[config.mk]
export PLATFORM = sky130hd
export DESIGN_NAME = dsa_div
export DESIGN_NICKNAME = d
export VERILOG_FILES = /design/src/rtl/core/dsa_pkg.sv /design/src/rtl/core/dsa_div.sv
export SDC_FILE = /design/constraint.sdc
export NUM_CORES = 1
export LEC_CHECK = 0
export ABC_AREA = 1
export ABC_CLOCK_PERIOD_IN_PS = 11400
export BUFFER_PORTS_ARGS = -buffer_cell sky130_fd_sc_hd__buf_2
export CAP_MARGIN = 20
export CORE_MARGIN = 2
export CORE_UTILIZATION = 45
export CTS_CLUSTER_SIZE = 40
export DETAILED_ROUTE_END_ITERATION = 10
export GPL_TIMING_DRIVEN = 0
export PLACE_DENSITY = 0.7
export REMOVE_ABC_BUFFERS = 1
export SLEW_MARGIN = 10
export SYNTH_ARGS = -nofsm -noshare
export SYNTH_HDL_FRONTEND = slang
export SYNTH_SLANG_ARGS = --single-unit
[constraint.sdc]
create_clock -name clk -period 11.4 [get_ports clk]
set_clock_uncertainty 0.15 [all_clocks]
set_input_delay 1.14 -clock clk [delete_from_list [all_inputs] [get_ports clk]]
set_output_delay 1.14 -clock clk [all_outputs]
set_load 0.02 [all_outputs]
[src/rtl/core/dsa_pkg.sv]
// Shared types and constants for the descriptor slot allocator.
package dsa_pkg;

  localparam int ADDR_W    = 64;
  localparam int CNT_W     = 11;
  localparam int STRIDE_W  = 9;
  localparam int SLOT_W    = 10;
  localparam int STATUS_W  = 3;
  localparam int CFG_IDX_W = 3;
  // quotient bits retired per divider cycle
  localparam int DIV_BITS  = 4;

  typedef enum logic [1:0] {
    OP_ALLOC   = 2'd0,
    OP_FREE    = 2'd1,
    OP_PROCESS = 2'd2,
    OP_NOP     = 2'd3
  } op_t;

  typedef enum logic [STATUS_W-1:0] {
    STAT_OK      = 3'd0,
    STAT_FULL    = 3'd1,
    STAT_EMPTY   = 3'd2,
    STAT_RANGE   = 3'd3,
    STAT_ALIGN   = 3'd4,
    STAT_NULL    = 3'd5,
    STAT_PENDING = 3'd6
  } status_t;

  typedef enum logic [CFG_IDX_W-1:0] {
    REG_SLOT_COUNT  = 3'd0,
    REG_SLOT_STRIDE = 3'd1,
    REG_CPU_BASE    = 3'd2,
    REG_GPU_BASE    = 3'd3,
    REG_GPU_VISIBLE = 3'd4
  } cfg_reg_t;

  typedef enum logic [3:0] {
    ST_IDLE,
    ST_ALLOC_RD,
    ST_ALLOC_MUL,
    ST_ALLOC_ADD,
    ST_FREE_CHK,
    ST_FREE_DIV,
    ST_PROC_RD,
    ST_PROC_WR,
    ST_EMIT
  } state_t;

endpackage

[src/rtl/core/dsa_div.sv]
// Radix-2 restoring divider, DIV_BITS quotient bits per cycle, narrow divisor.
module dsa_div
  import dsa_pkg::*;
(
  input  logic                clk,
  input  logic                rst,
  input  logic                start,
  input  logic [ADDR_W-1:0]   dividend,
  input  logic [STRIDE_W-1:0] divisor,
  output logic                done,
  output logic [ADDR_W-1:0]   quotient,
  output logic [STRIDE_W-1:0] remainder
);

  localparam int DIV_STEPS = ADDR_W / DIV_BITS;
  localparam int STEP_W    = $clog2(DIV_STEPS);

  logic                busy;
  logic [STEP_W-1:0]   step;
  // dividend bits shift out the top, quotient bits shift in at the bottom
  logic [ADDR_W-1:0]   work;
  logic [STRIDE_W-1:0] rem;

  logic [ADDR_W-1:0]   work_next;
  logic [STRIDE_W-1:0] rem_next;
  logic [STRIDE_W:0]   trial;

  always_comb begin
    rem_next  = rem;
    work_next = work;
    trial     = '0;
    for (int k = 0; k < DIV_BITS; k++) begin
      trial     = {rem_next, work_next[ADDR_W-1]};
      work_next = {work_next[ADDR_W-2:0], 1'b0};
      if (trial >= {1'b0, divisor}) begin
        rem_next     = STRIDE_W'(trial - {1'b0, divisor});
        work_next[0] = 1'b1;
      end else begin
        rem_next = trial[STRIDE_W-1:0];
      end
    end
  end

  always_ff @(posedge clk) begin
    if (rst) begin
      busy <= 1'b0;
      done <= 1'b0;
      step <= '0;
    end else begin
      done <= 1'b0;
      if (start) begin
        busy <= 1'b1;
        step <= '0;
      end else if (busy) begin
        step <= step + STEP_W'(1);
        if (step == STEP_W'(DIV_STEPS - 1)) begin
          busy <= 1'b0;
          done <= 1'b1;
        end
      end
    end
  end

  always_ff @(posedge clk) begin
    if (start) begin
      work <= dividend;
      rem  <= '0;
    end else if (busy) begin
      work <= work_next;
      rem  <= rem_next;
    end
  end

  assign quotient  = work;
  assign remainder = rem;

endmodule

==> results.json, run 1 <==
{
  "regToRegEndpoint": "quotient[0]$_DFFE_PP_",
  "drc_errors": 0,
  "cts_resized": 0,
  "crit_start": "divisor[1]",
  "grt_max_degree": 65,
  "drt-wirelength-per-cell_um": 13.3,
  "cts_made_buffers": 9,
  "place.port_buffers": 149,
  "io_pins": 150,
  "maxCapViolCount": 0,
  "cts_setup_buffers": 0,
  "first_iter_violations": 273,
  "stdcell_count": 1013,
  "routed_wl_mm": 13.5,
  "clock-sinks": 79,
  "dieArea_sq_mm": 0.0132,
  "ys_seq_area_share_pct": 40.3,
  "slew_viol_final": 0,
  "ys_warn_count": 0,
  "holdWs_ns": 0.325,
  "r2r_start": "quotient[63]$_DFFE_PP_",
  "area_growth_syn_to_layout_pct": 21.0,
  "core-area_sq_mm": 0.0120,
  "start_util_pct": 45.9,
  "hold_class": "flip-flop to flip-flop",
  "finalSetupViolCount": 0,
  "reg2reg_depth": 43,
  "num-fill-cells": 1189,
  "syn_inst": 718,
  "antenna_cells": 0,
  "routabilityCongestion": 0.895,
  "dp.cells": 998,
  "synth_top_area_share_pct": 34.8,
  "max_freq_ghz": 0.122,
  "drt_pass1_iterations": 5,
  "cp_max_fo": 17,
  "hold_violations": 0,
  "clock_latency_ns": 0.33,
  "critical_path.max_stage_delay_ns": 0.44,
  "slew_headroom_pct": 31.5,
  "avgSynthCellArea_sq_um": 7.68,
  "min_period_ns": 8.17,
  "status": "finished clean",
  "htreeDepth": 3,
  "tns_ns": 0,
  "grt_pass1_vias": 4629,
  "grt-ovfl-total": 0,
  "rsz0062_at_grt": "false",
  "viasPerCell": 4.92,
  "critPathSlowestCell": "fa_1",
  "grt_pass1_wl_mm": 22.3,
  "die_h_um": 115,
  "syn-cell-area_sq_mm": 0.00552,
  "grt_antenna_before_repair": 1,
  "vias": 4980,
  "rows": 40,
  "netlist_top_cells_area": "edfxtp_1 (35%), nand2_1 (22%), ha_1 (8.4%)",
  "cp.arrival_ns": 8.05,
  "cp-end-kind": "flip-flop",
  "synth_largest_area_cell": "edfxtp_1",
  "clk_pin_slew_worst_paths_ns": 0.06,
  "die_w_um": 115,
  "period_share_pct": 71.7,
  "crit_path_end": "quotient[0]$_DFFE_PP_",
  "dp.final_hpwl_mm": 10.2,
  "cts_buffer_depth": 2,
  "cts-root-buf": "clkbuf_16",
  "synth_cell_types": 40,
  "synth_most_common_cell": "nand2_1",
  "drive_above_1_share_pct": 23.0,
  "yosys-top-cells-count": "nand2_1 (324), inv_1 (76), edfxtp_1 (64)",
  "track_usage_pct": 21.6,
  "reg2reg_setup_slack_ns": 3.79,
  "antenna_left": 0,
  "synth_seq_cells": 79,
  "cts_hold_buf": 0,
  "synth_edf_count": 64,
  "path_class": "input pin to flip-flop",
  "nets": 979,
  "worstMarginPinSlew_ns": 1.03,
  "async_reset_ff_share_pct": 0,
  "crit_top_cell": "nand2_1",
  "required_ns": 11.28,
  "cp-start-kind": "input pin",
  "cts_tree": "done",
  "synthFlopType": "edfxtp_1",
  "postLayoutCoreUtil_pct": 55.6
}
[metrics by stage]
step,setup WS [ns],area (sq um)
after floorplan,4.24,5440
after global routing,2.56,6680
after CTS,3.21,6680
after global placement,2.88,6370
final,3.23,6680
after detailed placement,2.89,6400
[state kept, by name, summed over array words and instances, names as in the netlist]
register	count
step	4
quotient	64
remainder	9
done	1
busy	1
[logic make-up after synthesis]
group | share of synthesized area, %
adder cells (fa/ha/maj) | 9.84
XOR/XNOR | 3.33
flip-flops | 40.3
AND/OR/NAND/NOR | 33.2
buffers and inverters | 6.80
AO/OA/AOI/OAI | 6.56
[worst max-delay path, delay by kind of cell]
kind | cells | cell delay (ns)
AND/OR/NAND/NOR | 23 | 2.40
AO/OA/AOI/OAI | 10 | 2.20
adder cells (fa/ha/maj) | 4 | 1.45
buffers and inverters | 7 | 0.84
[layout make-up]
| class | instances | area, sq um | share of cell area [%] |
|---|---|---|---|
| multi-input combinational | 542 | 2920 | 43.7 |
| sequential | 79 | 2220 | 33.3 |
| timing repair buffer | 150 | 766 | 11.5 |
| inverter | 80 | 305 | 4.57 |
| clock buffer | 11 | 233 | 3.49 |
| tap | 147 | 184 | 2.75 |
| clock inverter | 4 | 47.5 | 0.712 |
[metal layers]
layer / vias to the layer above / wire length (um) / global-route usage [%]
li1: 2591 / - / -
met1: 2228 / 6190 / 29.7
met2: 142 / 6140 / 34.2
met3: 17 / 943 / 5.66
met4: 2 / 177 / 5.46
met5: - / 11 / 0
[layout by cell type (no fill, tap or decap), types with 3 or more instances in the layout]
cell         n
nand2_1    324
buf_2      149
inv_1       75
edfxtp_1    64
ha_1        37
nand3_1     32
a21oi_1     24
nor2_1      22
dfxtp_1     15
o21ai_0     14
xor2_1      13
o21ai_1     10
clkbuf_16    9
xnor2_1      8
nand2_2      7
nand4_1      6
nand3_2      4
nand2_4      4
a31oi_1      4
nor3_1       4
fa_1         4
a21oi_4      3
nand3_4      3
nand3b_1     3
nor2_2       3
[how the worst min path moves through the flow]
stage / from / end / slack (ns) / cells after the start
final: step[3]$_SDFFE_PP0P_ / step[3]$_SDFFE_PP0P_ / 0.32 / 2
after global routing: remainder[1]$_SDFFE_PP0P_ / remainder[1]$_SDFFE_PP0P_ / 0.37 / 2
after CTS: step[3]$_SDFFE_PP0P_ / step[3]$_SDFFE_PP0P_ / 0.33 / 2
after detailed placement: step[3]$_SDFFE_PP0P_ / step[3]$_SDFFE_PP0P_ / 0.32 / 2
after global placement: step[3]$_SDFFE_PP0P_ / step[3]$_SDFFE_PP0P_ / 0.30 / 2
after floorplan: step[3]$_SDFFE_PP0P_ / step[3]$_SDFFE_PP0P_ / 0.29 / 2
Power of run 1 is not shown: default switching activity piles up to over one toggle a cycle in this logic, so the estimate is an artifact.
==> run 2, diff against run 1 <==
Settings changed: ABC_CLOCK_PERIOD_IN_PS 11400 to 8500.
Clock period 11.4 ns to 8.5 ns, I/O delays scaled along.
==> results.json, run 2 (same netlist as run 1, synthesis figures left out) <==
{
  "critPathSlowestCell": "o21ai_0",
  "cts_hold_buf": 0,
  "first_iter_violations": 274,
  "routed_wl_mm": 13.5,
  "status": "finished clean",
  "grt_max_degree": 65,
  "dp.final_hpwl_mm": 10.2,
  "holdWs_ns": 0.325,
  "drive_above_1_share_pct": 23.0,
  "viasPerCell": 4.92,
  "grt_pass1_wl_mm": 22.3,
  "htreeDepth": 3,
  "final_common_cell": "nand2_1",
  "cts_buffer_depth": 2,
  "cp-end-kind": "flip-flop",
  "regToRegEndpoint": "quotient[0]$_DFFE_PP_",
  "routabilityCongestion": 0.895,
  "clock_latency_ns": 0.33,
  "maxCapViolCount": 0,
  "dpl-instance-area_sq_mm": 0.00640,
  "min_from": "step[3]$_SDFFE_PP0P_",
  "dieArea_sq_mm": 0.0132,
  "core-area_sq_mm": 0.0120,
  "hold_violations": 0,
  "final_cell_mix": "nand2_1 (324), buf_2 (149), inv_1 (75), edfxtp_1 (64), ha_1 (37)",
  "antenna_left": 0,
  "crit_top_cell": "nand2_1",
  "cp.arrival_ns": 7.71,
  "cp_max_fo": 17,
  "track_usage_pct": 21.6,
  "grt_antenna_before_repair": 1,
  "drc_errors": 0,
  "hold_class": "flip-flop to flip-flop",
  "design_area_sq_mm": 0.00668,
  "grt-ovfl-total": 0,
  "drt_pass1_iterations": 5,
  "area_growth_syn_to_layout_pct": 21.0,
  "vias": 4985,
  "slew_viol_final": 0,
  "start_util_pct": 45.9,
  "min_period_ns": 7.83,
  "slew_headroom_pct": 31.5,
  "num-fill-cells": 1189,
  "required_ns": 8.38,
  "whs_path_depth": 2,
  "path_class": "input pin to flip-flop",
  "cts_setup_buffers": 0,
  "cts-root-buf": "clkbuf_16",
  "grt_pass1_vias": 4629,
  "rsz0062_at_grt": "false",
  "critical_path.max_stage_delay_ns": 0.38,
  "io_pins": 150,
  "place.port_buffers": 149,
  "max_freq_ghz": 0.128,
  "reg2reg_setup_slack_ns": 0.94,
  "clock-sinks": 79,
  "rows": 40,
  "die_w_um": 115,
  "cts_made_buffers": 9,
  "clk_pin_slew_worst_paths_ns": 0.06,
  "worstMarginPinSlew_ns": 1.03,
  "cp-start-kind": "input pin",
  "tns_ns": 0,
  "nets": 979,
  "cts_tree": "done",
  "min_to": "step[3]$_SDFFE_PP0P_",
  "reg2reg_depth": 41,
  "antenna_cells": 0,
  "finalSetupViolCount": 0,
  "r2r_start": "quotient[63]$_DFFE_PP_",
  "drt-wirelength-per-cell_um": 13.3,
  "largest_reg_flops": 64,
  "period_share_pct": 92.1,
  "die_h_um": 115
}
run 2: worst max-delay path by stage:
stage	slack, ns	from	endpoint
after floorplan	1.63	divisor[0]	quotient[0]$_DFFE_PP_
after global placement	0.27	divisor[1]	quotient[0]$_DFFE_PP_
after detailed placement	0.28	divisor[1]	quotient[0]$_DFFE_PP_
after CTS	0.60	divisor[1]	quotient[0]$_DFFE_PP_
after global routing	0.03	divisor[1]	quotient[0]$_DFFE_PP_
final	0.67	divisor[1]	quotient[0]$_DFFE_PP_
run 2: area by class of cell:
| cell class | instances | area [sq um] | share of cell area, % |
|---|---|---|---|
| clock buffers | 11 | 233 | 3.49 |
| clock inverters | 4 | 47.5 | 0.712 |
| inverters | 80 | 305 | 4.57 |
| multi-input cells | 542 | 2920 | 43.7 |
| flip-flops and latches | 79 | 2220 | 33.3 |
| well taps | 147 | 184 | 2.75 |
| repair buffers | 150 | 766 | 11.5 |
run 2: worst max-delay path: cells and delay by family:
kind / cells / cell delay [ns]
AOI/OAI and AO/OA: 11 / 2.52
adders and majority gates: 4 / 1.37
buffers and inverters: 6 / 0.74
and+or+nand+nor: 21 / 2.22
run 2: layer usage:
metal / track usage, % / vias to the layer above / wire [um]
met1: 29.7 / 2229 / 6190
met3: 5.66 / 17 / 948
met2: 34.2 / 146 / 6140
met4: 5.46 / 2 / 177
li1: - / 2591 / -
met5: 0 / - / 11
run 2: timing repair:
action / in CTS / in global routing
endpoints found under the setup margin: 0 / 6
endpoints found under the hold margin: 0 / 0
gates resized for setup: 0 / 1
run 2: metrics by stage:
| stage | util, % | instances | setup WS, ns |
|---|---|---|---|
| after CTS | 55.6 | 1013 | 0.599 |
| final | 55.6 | 1013 | 0.672 |
| after detailed placement | 53.3 | 998 | 0.275 |
| after global placement | 53.1 | 997 | 0.270 |
| after global routing | 55.6 | 1013 | 0.0317 |
| after floorplan | - | 701 | 1.63 |
Power of run 2 is left out for the same reason.
